<file path="src/pstc_pkg.sv">
// Package for the PID speed-to-throttle controller.
// Field widths, register reset values, register index codes and action codes.
// No dependencies.
package pstc_pkg;

  localparam int MAX_ENGINES_DEFAULT = 8;

  localparam int GAIN_W   = 24;
  localparam int TIME_W   = 24;
  localparam int SPEED_W  = 16;
  localparam int ERR_W    = 17;
  localparam int INTEG_W  = 48;
  localparam int LEVEL_W  = 16;
  localparam int ENG_IN_W = 8;
  localparam int ENG_W    = 4;

  localparam logic signed [GAIN_W-1:0] PGAIN_RESET = 24'sd3277;
  localparam logic signed [GAIN_W-1:0] IGAIN_RESET = 24'sd1311;
  localparam logic signed [GAIN_W-1:0] DGAIN_RESET = 24'sd655;
  localparam logic [TIME_W-1:0]        DINT_RESET  = 24'd104858;

  typedef enum logic [1:0] {
    REG_PGAIN = 2'd0,
    REG_IGAIN = 2'd1,
    REG_DGAIN = 2'd2,
    REG_DINT  = 2'd3
  } reg_index_t;

  typedef enum logic [1:0] {
    ACT_TICK      = 2'd0,
    ACT_ENGAGE    = 2'd1,
    ACT_DISENGAGE = 2'd2,
    ACT_UNUSED    = 2'd3
  } action_t;

endpackage

</file>
<file path="src/pid_speed_throttle_controller.sv">
// PID speed-to-throttle regulator, top level.
// Uses pstc_pkg for widths, reset values and codes.
//
// An engage or disengage item clears the integral and the previous error and
// returns one result with the new override flag through the output step.
// A tick while engaged returns a throttle command after a multiply of error by
// elapsed time, the saturating integral update, the restoring divider for the
// derivative (one quotient bit per cycle), the proportional, integral and two
// derivative products and the output step, which folds in the last product;
// all five products use the single shared 25x29 signed multiplier and its
// product register. A tick while disengaged, or an unused action code, is
// dropped. in_stall is high from acceptance until the item is finished; a
// finished result waits in the output register while the next item is taken,
// and the output step holds only while that register is full and stalled.
module pid_speed_throttle_controller
  import pstc_pkg::*;
#(
  parameter int MAX_ENGINES = MAX_ENGINES_DEFAULT
) (
  input  logic                 clk,
  input  logic                 rst,
  // configuration
  input  logic                 cfg_write,
  input  logic [1:0]           cfg_index,
  input  logic [GAIN_W-1:0]    cfg_data,
  // input items
  input  logic                 in_valid,
  output logic                 in_stall,
  input  logic [1:0]           action,
  input  logic [SPEED_W-1:0]   target_speed,
  input  logic [SPEED_W-1:0]   current_speed,
  input  logic [TIME_W-1:0]    elapsed_time,
  input  logic [ENG_IN_W-1:0]  engine_count,
  // result items
  output logic                 out_valid,
  input  logic                 out_stall,
  output logic                 throttle_valid,
  output logic [LEVEL_W-1:0]   throttle_level,
  output logic [ENG_W-1:0]     engines_driven,
  output logic                 override_active
);

  localparam int DIV_STEPS = 37;            // 17 bit |diff| followed by 20 zero bits
  localparam int CNT_W     = $clog2(DIV_STEPS);
  localparam int MA_W      = 25;
  localparam int MB_W      = 29;
  localparam int PROD_W    = MA_W + MB_W;
  localparam int SUM_W     = 64;
  localparam int DRV_W     = 38;

  typedef enum logic [8:0] {
    S_IDLE = 9'b000000001,
    S_MI   = 9'b000000010,
    S_IU   = 9'b000000100,
    S_DIV  = 9'b000001000,
    S_MP   = 9'b000010000,
    S_MINT = 9'b000100000,
    S_MDL  = 9'b001000000,
    S_MDH  = 9'b010000000,
    S_OUT  = 9'b100000000
  } state_t;

  state_t state, state_next;

  logic signed [GAIN_W-1:0] pgain, igain, dgain;
  logic [TIME_W-1:0]        dint;

  logic                      enabled;
  logic signed [INTEG_W-1:0] integral;
  logic signed [ERR_W-1:0]   prev_err;

  logic signed [ERR_W-1:0]  err;
  logic [TIME_W-1:0]        dt;
  logic [ENG_W-1:0]         eng;
  logic                     is_tick;
  logic                     diff_neg;
  logic [DIV_STEPS-1:0]     dvd;
  logic [TIME_W-1:0]        rem;
  logic [CNT_W-1:0]         cnt;
  logic                     acc_hi;       // product register holds the high derivative part
  logic signed [DRV_W-1:0]  deriv;
  logic signed [PROD_W-1:0] prod;
  logic signed [SUM_W-1:0]  sum;

  logic in_fire;
  logic out_free;

  assign in_stall = (state != S_IDLE);
  assign in_fire  = in_valid && !in_stall;
  assign out_free = !out_valid || !out_stall;

  // configuration registers
  always_ff @(posedge clk) begin
    if (rst) begin
      pgain <= PGAIN_RESET;
      igain <= IGAIN_RESET;
      dgain <= DGAIN_RESET;
      dint  <= DINT_RESET;
    end else if (cfg_write) begin
      unique case (reg_index_t'(cfg_index))
        REG_PGAIN: pgain <= cfg_data;
        REG_IGAIN: igain <= cfg_data;
        REG_DGAIN: dgain <= cfg_data;
        REG_DINT:  dint  <= cfg_data;
        default: ;
      endcase
    end
  end

  // input-side arithmetic, used at acceptance
  logic signed [ERR_W-1:0] err_in;
  logic signed [ERR_W:0]   diff_in;
  logic signed [ERR_W:0]   diff_abs;
  logic [TIME_W-1:0]       dt_in;
  logic [ENG_W-1:0]        eng_in;

  always_comb begin
    err_in   = $signed({1'b0, target_speed}) - $signed({1'b0, current_speed});
    diff_in  = {err_in[ERR_W-1], err_in} - {prev_err[ERR_W-1], prev_err};
    diff_abs = diff_in[ERR_W] ? -diff_in : diff_in;
    if (elapsed_time != '0) begin
      dt_in = elapsed_time;
    end else if (dint != '0) begin
      dt_in = dint;
    end else begin
      dt_in = TIME_W'(1);
    end
    if (engine_count == '0 || engine_count > ENG_IN_W'(MAX_ENGINES)) begin
      eng_in = ENG_W'(MAX_ENGINES);
    end else begin
      eng_in = engine_count[ENG_W-1:0];
    end
  end

  // shared multiplier
  logic signed [MA_W-1:0]   mul_a;
  logic signed [MB_W-1:0]   mul_b;
  logic signed [PROD_W-1:0] mul_p;

  always_comb begin
    mul_a = '0;
    mul_b = '0;
    unique case (state)
      S_MI: begin
        mul_a = $signed({1'b0, dt});
        mul_b = MB_W'(err);
      end
      S_MP: begin
        mul_a = MA_W'(pgain);
        mul_b = MB_W'(err);
      end
      S_MINT: begin
        mul_a = MA_W'(igain);
        mul_b = MB_W'($signed(integral[INTEG_W-1:20]));
      end
      S_MDL: begin
        mul_a = MA_W'(dgain);
        mul_b = $signed({10'b0, deriv[18:0]});
      end
      S_MDH: begin
        mul_a = MA_W'(dgain);
        mul_b = MB_W'($signed(deriv[DRV_W-1:19]));
      end
      default: ;
    endcase
    mul_p = mul_a * mul_b;
  end

  // saturating integral update
  logic signed [INTEG_W:0] integ_ext;
  always_comb begin
    integ_ext = {integral[INTEG_W-1], integral} + {{8{prod[40]}}, prod[40:0]};
  end

  // divider step
  logic [TIME_W:0] trial;
  logic            q_bit;
  always_comb begin
    trial = {rem, dvd[DIV_STEPS-1]};
    q_bit = (trial >= {1'b0, dt});
  end

  // product as a sum term; the high derivative part carries a 2^19 weight
  logic signed [SUM_W-1:0] prod_term;
  always_comb begin
    if (acc_hi) begin
      prod_term = {prod[44:0], 19'b0};
    end else begin
      prod_term = {{(SUM_W-PROD_W){prod[PROD_W-1]}}, prod};
    end
  end

  // sequencer
  always_comb begin
    state_next = state;
    unique case (state)
      S_IDLE: begin
        if (in_fire) begin
          priority if (action == ACT_ENGAGE || action == ACT_DISENGAGE) begin
            state_next = S_OUT;
          end else if (action == ACT_TICK && enabled) begin
            state_next = S_MI;
          end else begin
            state_next = S_IDLE;
          end
        end
      end
      S_MI:   state_next = S_IU;
      S_IU:   state_next = S_DIV;
      S_DIV:  if (cnt == CNT_W'(DIV_STEPS - 1)) state_next = S_MP;
      S_MP:   state_next = S_MINT;
      S_MINT: state_next = S_MDL;
      S_MDL:  state_next = S_MDH;
      S_MDH:  state_next = S_OUT;
      S_OUT:  if (out_free && !acc_hi) state_next = S_IDLE;
      default: state_next = S_IDLE;
    endcase
  end

  always_ff @(posedge clk) begin
    if (rst) begin
      state    <= S_IDLE;
      enabled  <= 1'b0;
      integral <= '0;
      prev_err <= '0;
      acc_hi   <= 1'b0;
    end else begin
      state <= state_next;
      if (in_fire) begin
        if (action == ACT_ENGAGE || action == ACT_DISENGAGE) begin
          enabled  <= (action == ACT_ENGAGE);
          integral <= '0;
          prev_err <= '0;
        end else if (action == ACT_TICK && enabled) begin
          prev_err <= err_in;
        end
      end
      if (state == S_IU) begin
        if (integ_ext[INTEG_W] != integ_ext[INTEG_W-1]) begin
          integral <= integ_ext[INTEG_W] ? {1'b1, {(INTEG_W-1){1'b0}}}
                                         : {1'b0, {(INTEG_W-1){1'b1}}};
        end else begin
          integral <= integ_ext[INTEG_W-1:0];
        end
      end
      // last product is folded in on the first cycle of the output step
      if (state == S_MDH) begin
        acc_hi <= 1'b1;
      end else if (state == S_OUT) begin
        acc_hi <= 1'b0;
      end
    end
  end

  // datapath registers
  always_ff @(posedge clk) begin
    if (in_fire) begin
      err      <= err_in;
      dt       <= dt_in;
      eng      <= eng_in;
      is_tick  <= (action == ACT_TICK);
      diff_neg <= diff_in[ERR_W];
      dvd      <= {diff_abs[ERR_W-1:0], 20'b0};
      rem      <= '0;
      cnt      <= '0;
    end
    if (state == S_DIV) begin
      rem <= q_bit ? TIME_W'(trial - {1'b0, dt}) : trial[TIME_W-1:0];
      dvd <= {dvd[DIV_STEPS-2:0], q_bit};
      cnt <= cnt + CNT_W'(1);
    end
    if (state == S_MP) begin
      deriv <= diff_neg ? -$signed({1'b0, dvd}) : $signed({1'b0, dvd});
    end
    if (state == S_MI || state == S_MP || state == S_MINT || state == S_MDL ||
        state == S_MDH) begin
      prod <= mul_p;
    end
    if (state == S_MINT) begin
      sum <= prod_term;
    end else if (state == S_MDL || state == S_MDH || (state == S_OUT && acc_hi)) begin
      sum <= sum + prod_term;
    end
  end

  // output register
  always_ff @(posedge clk) begin
    if (rst) begin
      out_valid <= 1'b0;
    end else if (state == S_OUT && out_free && !acc_hi) begin
      out_valid <= 1'b1;
    end else if (!out_stall) begin
      out_valid <= 1'b0;
    end
  end

  always_ff @(posedge clk) begin
    if (state == S_OUT && out_free && !acc_hi) begin
      throttle_valid  <= is_tick;
      engines_driven  <= is_tick ? eng : '0;
      override_active <= enabled;
      if (!is_tick || sum <= 0) begin
        throttle_level <= '0;
      end else if (sum >= SUM_W'(64'sd4194304)) begin
        throttle_level <= '1;
      end else begin
        throttle_level <= sum[21:6];
      end
    end
  end

endmodule

</file>
<file path="config.mk">
export PLATFORM = sky130hd
export DESIGN_NAME = pid_speed_throttle_controller
export DESIGN_NICKNAME = d
export VERILOG_FILES = /design/src/pstc_pkg.sv /design/src/pid_speed_throttle_controller.sv
export SDC_FILE = /design/constraint.sdc
export NUM_CORES = 2
export LEC_CHECK = 0
export ABC_AREA = 1
export BUFFER_PORTS_ARGS = -buffer_cell sky130_fd_sc_hd__buf_2
export CORE_MARGIN = 5
export CORE_UTILIZATION = 44
export CTS_CLUSTER_SIZE = 16
export DETAILED_ROUTE_END_ITERATION = 16
export SYNTH_ARGS = -nofsm -noshare
export SYNTH_HDL_FRONTEND = slang
export SYNTH_SLANG_ARGS = --single-unit
</file>
<file path="constraint.sdc">
create_clock -name clk -period 14.04 [get_ports clk]
set_input_delay 2.106 -clock clk [delete_from_list [all_inputs] [get_ports clk]]
set_output_delay 2.106 -clock clk [all_outputs]
set_load 0.1 [all_outputs]
</file>
==> flow_summary.yaml <==
timing:
  setup_ws_ps: 3540
  worst_slew_pin_slew_ps: 1210
  fin_skew_ps: 40.1
  timing.setup.tns_ps: 0
  report.final.hold_viol_count: 0
  slew-limit-headroom_pct: 19.6
  rsz0062_at_grt: "no"
  holdWs_ps: 452
  drv_slew: 0
  fmax_ghz: 0.0952
  fin_crit_sh_pct: 74.8
  min_period_ps: 10500
  finalSetupViolCount: 0
yosys:
  syn_inst: 7709
  synth_cell_types: 67
  yosysWarningCount: 0
  synth-main-ff-cell: "edfxtp_1"
  yosys.area.top_type: "fa_1"
  async_flop_share_pct: 0
  synthTopCellsByArea: "fa_1 (25%), edfxtp_1 (15%), nand2_1 (12%)"
  avgSynthCellArea_um2: 7.63
  synthDominantCellAreaShare_pct: 25.2
  synth-edff-count: 292
  syn_area_mm2: 0.0588
  ys_top_cells_by_count: "nand2_1 (1838), inv_1 (1657), fa_1 (739), nor2_1 (713), a21oi_1 (410)"
  synth_most_common_cell: "nand2_1"
  ys_seq_elements: 465
  synth_nets: 8867
  yosysSeqAreaShare_pct: 20.8
route:
  first_iter_violations: 4115
  wl_mm: 207
  via_count: 50400
  route.detailed.drc: 0
  via_per_inst: 5.29
  dr.pass1.iters: 6
  ant_nets: 0
  wl_per_cell_um: 21.8
critical_path:
  crit_start: "state[0]$_SDFFE_PP1P_"
  cp_num_buf_inv: 10
  r2r_slack_ps: 3540
  critical_path.max_stage_delay_ps: 880
  cp_max_fo: 73
  critPathKind: "flop to flop"
  end_kind: "flop"
  reg2reg_to: "prod[49]$_DFFE_PP_"
  rr_worst_depth: 35
  path_delay_family: "adder cells"
  setup.worst_path.start_class: "flop"
  required_ps: 14480
  crit_top_cell: "fa_1"
  endpoint: "prod[49]$_DFFE_PP_"
  arrival_ps: 10940
  slowest_stage: "a221oi_2"
  r2r_start: "state[0]$_SDFFE_PP1P_"
  worstSetupPathDepth: 35
run:
  maxCapViolCount: 0
clock_tree:
  cts_resized: 0
  path_clk_slew_ps: 60
  postCtsSetupRepairBufs: 0
  cts_root_buf: "clkbuf_16"
  cts_tree: "done"
  cts_buffers: 55
  cts_hold_buf: 0
  cts_buffer_depth: 3
  h-tree-depth: 2
  clk_latency_ps: 680
  clock_sinks: 465
placed_design:
  port-buffer-count: 120
  place_ws_ps: 3660
  dpl.hpwl_mm: 169
  place_area_mm2: 0.0608
  gp_congestion: 0.966
cells_and_area:
  n_fill_cell: 13600
  num-nets-final: 8877
  stdcell_area_mm2: 0.0629
  drive_gt1_share_pct: 5.49
  areaGrowthSynthToFinish_pct: 6.89
global_routing:
  grt_pass1_vias: 51100
  grt_start_max_net_pins: 92
  grt_overflow: 0
  grt_usage_pct: 29.2
  antenna_found_initial: 7
  grt_pass1_wl_mm: 315
power:
  internal_power_w: 0.00279
  combinationalPowerShare_pct: 19.5
  pwr-share-clk_pct: 39.8
  p_per_area_mw_per_mm2: 64.9
  p_switching_w: 0.00130
  swShare_pct: 31.7
  peakVddDrop_mv: 0.107
  seqPwrFrac_pct: 40.7
  p_leak_nw: 32.0
floorplanning:
  core_mm2: 0.133
  die-area_mm2: 0.141
  io_pins: 121
  die_h_um: 376
  die_w_um: 376
  std_cell_rows: 134
  initial_core_util_pct: 44.2
min_path:
  hold_class: "flop to flop"
run_status:
  status: "finished, final reports clean"
-- worst min-delay path by stage --
stage / from / to / slack, ps / depth (start not counted)
6_report: pgain[16]$_SDFFE_PP0P_ / pgain[16]$_SDFFE_PP0P_ / 450 / 2
5_1_grt: igain[19]$_SDFFE_PP0P_ / igain[19]$_SDFFE_PP0P_ / 470 / 2
4_1_cts: igain[9]$_SDFFE_PP0P_ / igain[9]$_SDFFE_PP0P_ / 460 / 2
3_5_place_dp: dgain[1]$_SDFFE_PP1P_ / dgain[1]$_SDFFE_PP1P_ / 440 / 2
3_3_place_gp: dgain[7]$_SDFFE_PP1P_ / dgain[7]$_SDFFE_PP1P_ / 440 / 2
2_1_floorplan: dvd[0]$_SDFFCE_PN0P_ / deriv[0]$_DFFE_PN_ / 430 / 0
-- flip-flops by register name, summed over array words and instances, names as in the netlist, 4 cells and up --
register and count:
err 17, integral 48, state 9, cnt 6, sum 64, dt 24, eng 4, prev_err 17
pgain 24, engines_driven 4, prod 54, igain 24, deriv 38, dvd 37, rem 24, dgain 24
throttle_level 16, dint 24
-- per-stage QoR --
stage / cells / power [W] / utilization [%]
after detailed placement: 9430 / 0.00248 / 45.7
final: 9537 / 0.00408 / 47.2
after global placement: 9430 / 0.00247 / 45.7
after global routing: 9534 / 0.00428 / 47.2
after floorplan: 7709 / 0.00223 / -
after CTS: 9534 / 0.00411 / 47.2
-- placed cells by master (no fill, tap or decap), types with 56 or more instances in the layout --
cell,instances
xor2_1,105
nand3_1,258
clkbuf_16,56
xnor2_1,74
edfxtp_1,292
dfxtp_1,172
buf_2,119
inv_2,57
nor3_1,69
inv_1,1656
nand4_1,88
fa_1,739
ha_1,322
nand2_1,1837
o21ai_0,317
a21oi_1,409
nor2_1,712
-- layer usage --
metal / GRT usage [%] / up-vias / wire length [um]
li1: - / 23800 / -
met1: 38.0 / 24500 / 86200
met2: 48.0 / 1806 / 95100
met3: 6.20 / 346 / 16500
met4: 11.3 / 6 / 9680
met5: 0 / - / 28
-- logic make-up (layout without fill, tap and decap cells) --
| logic type | after synthesis | count (layout) | share of synthesized area (%) |
|---|---|---|---|
| DFF | 465 | 465 | 20.8 |
| AOI/OAI and AO/OA | 967 | 967 | 9.63 |
| other | 0 | 3 | 0 |
| and+or+nand+nor | 3108 | 3108 | 21.9 |
| adders and majority gates | 1061 | 1061 | 32.0 |
| buffers and inverters | 1929 | 1986 | 13.0 |
| xor gates and xnor gates | 179 | 179 | 2.67 |
-- power by group through the flow --
stage	clock (W)	combinational, W	sequential, W
final	0.00162	0.000797	0.00166
after global routing	0.00171	0.000898	0.00167
after CTS	0.00166	0.000799	0.00166
after detailed placement	0	0.000794	0.00169
after global placement	0	0.000788	0.00169
after floorplan	0	0.000567	0.00167
-- worst register-to-register path: cells and delay by family, from the launching register on --
kind | cells | cell delay (ps)
DFF | 1 | 410
adders and majority gates | 8 | 4120
buffers and inverters | 10 | 2200
and+or+nand+nor | 10 | 1230
AOI/OAI and AO/OA | 7 | 2330
-- area by class of cell --
cell class              count  area (um^2)  area share, %
well taps                1768         2210           3.52
flip-flops and latches    465        12200           19.5
clock inverters            34          473          0.752
diodes                      3         7.51         0.0119
repair buffers            166          948           1.51
multi-input cells        5315        39000           62.0
inverters                1716         6440           10.3
clock buffers              70         1570           2.50
Note: power is estimated with default switching activity, not from simulation.
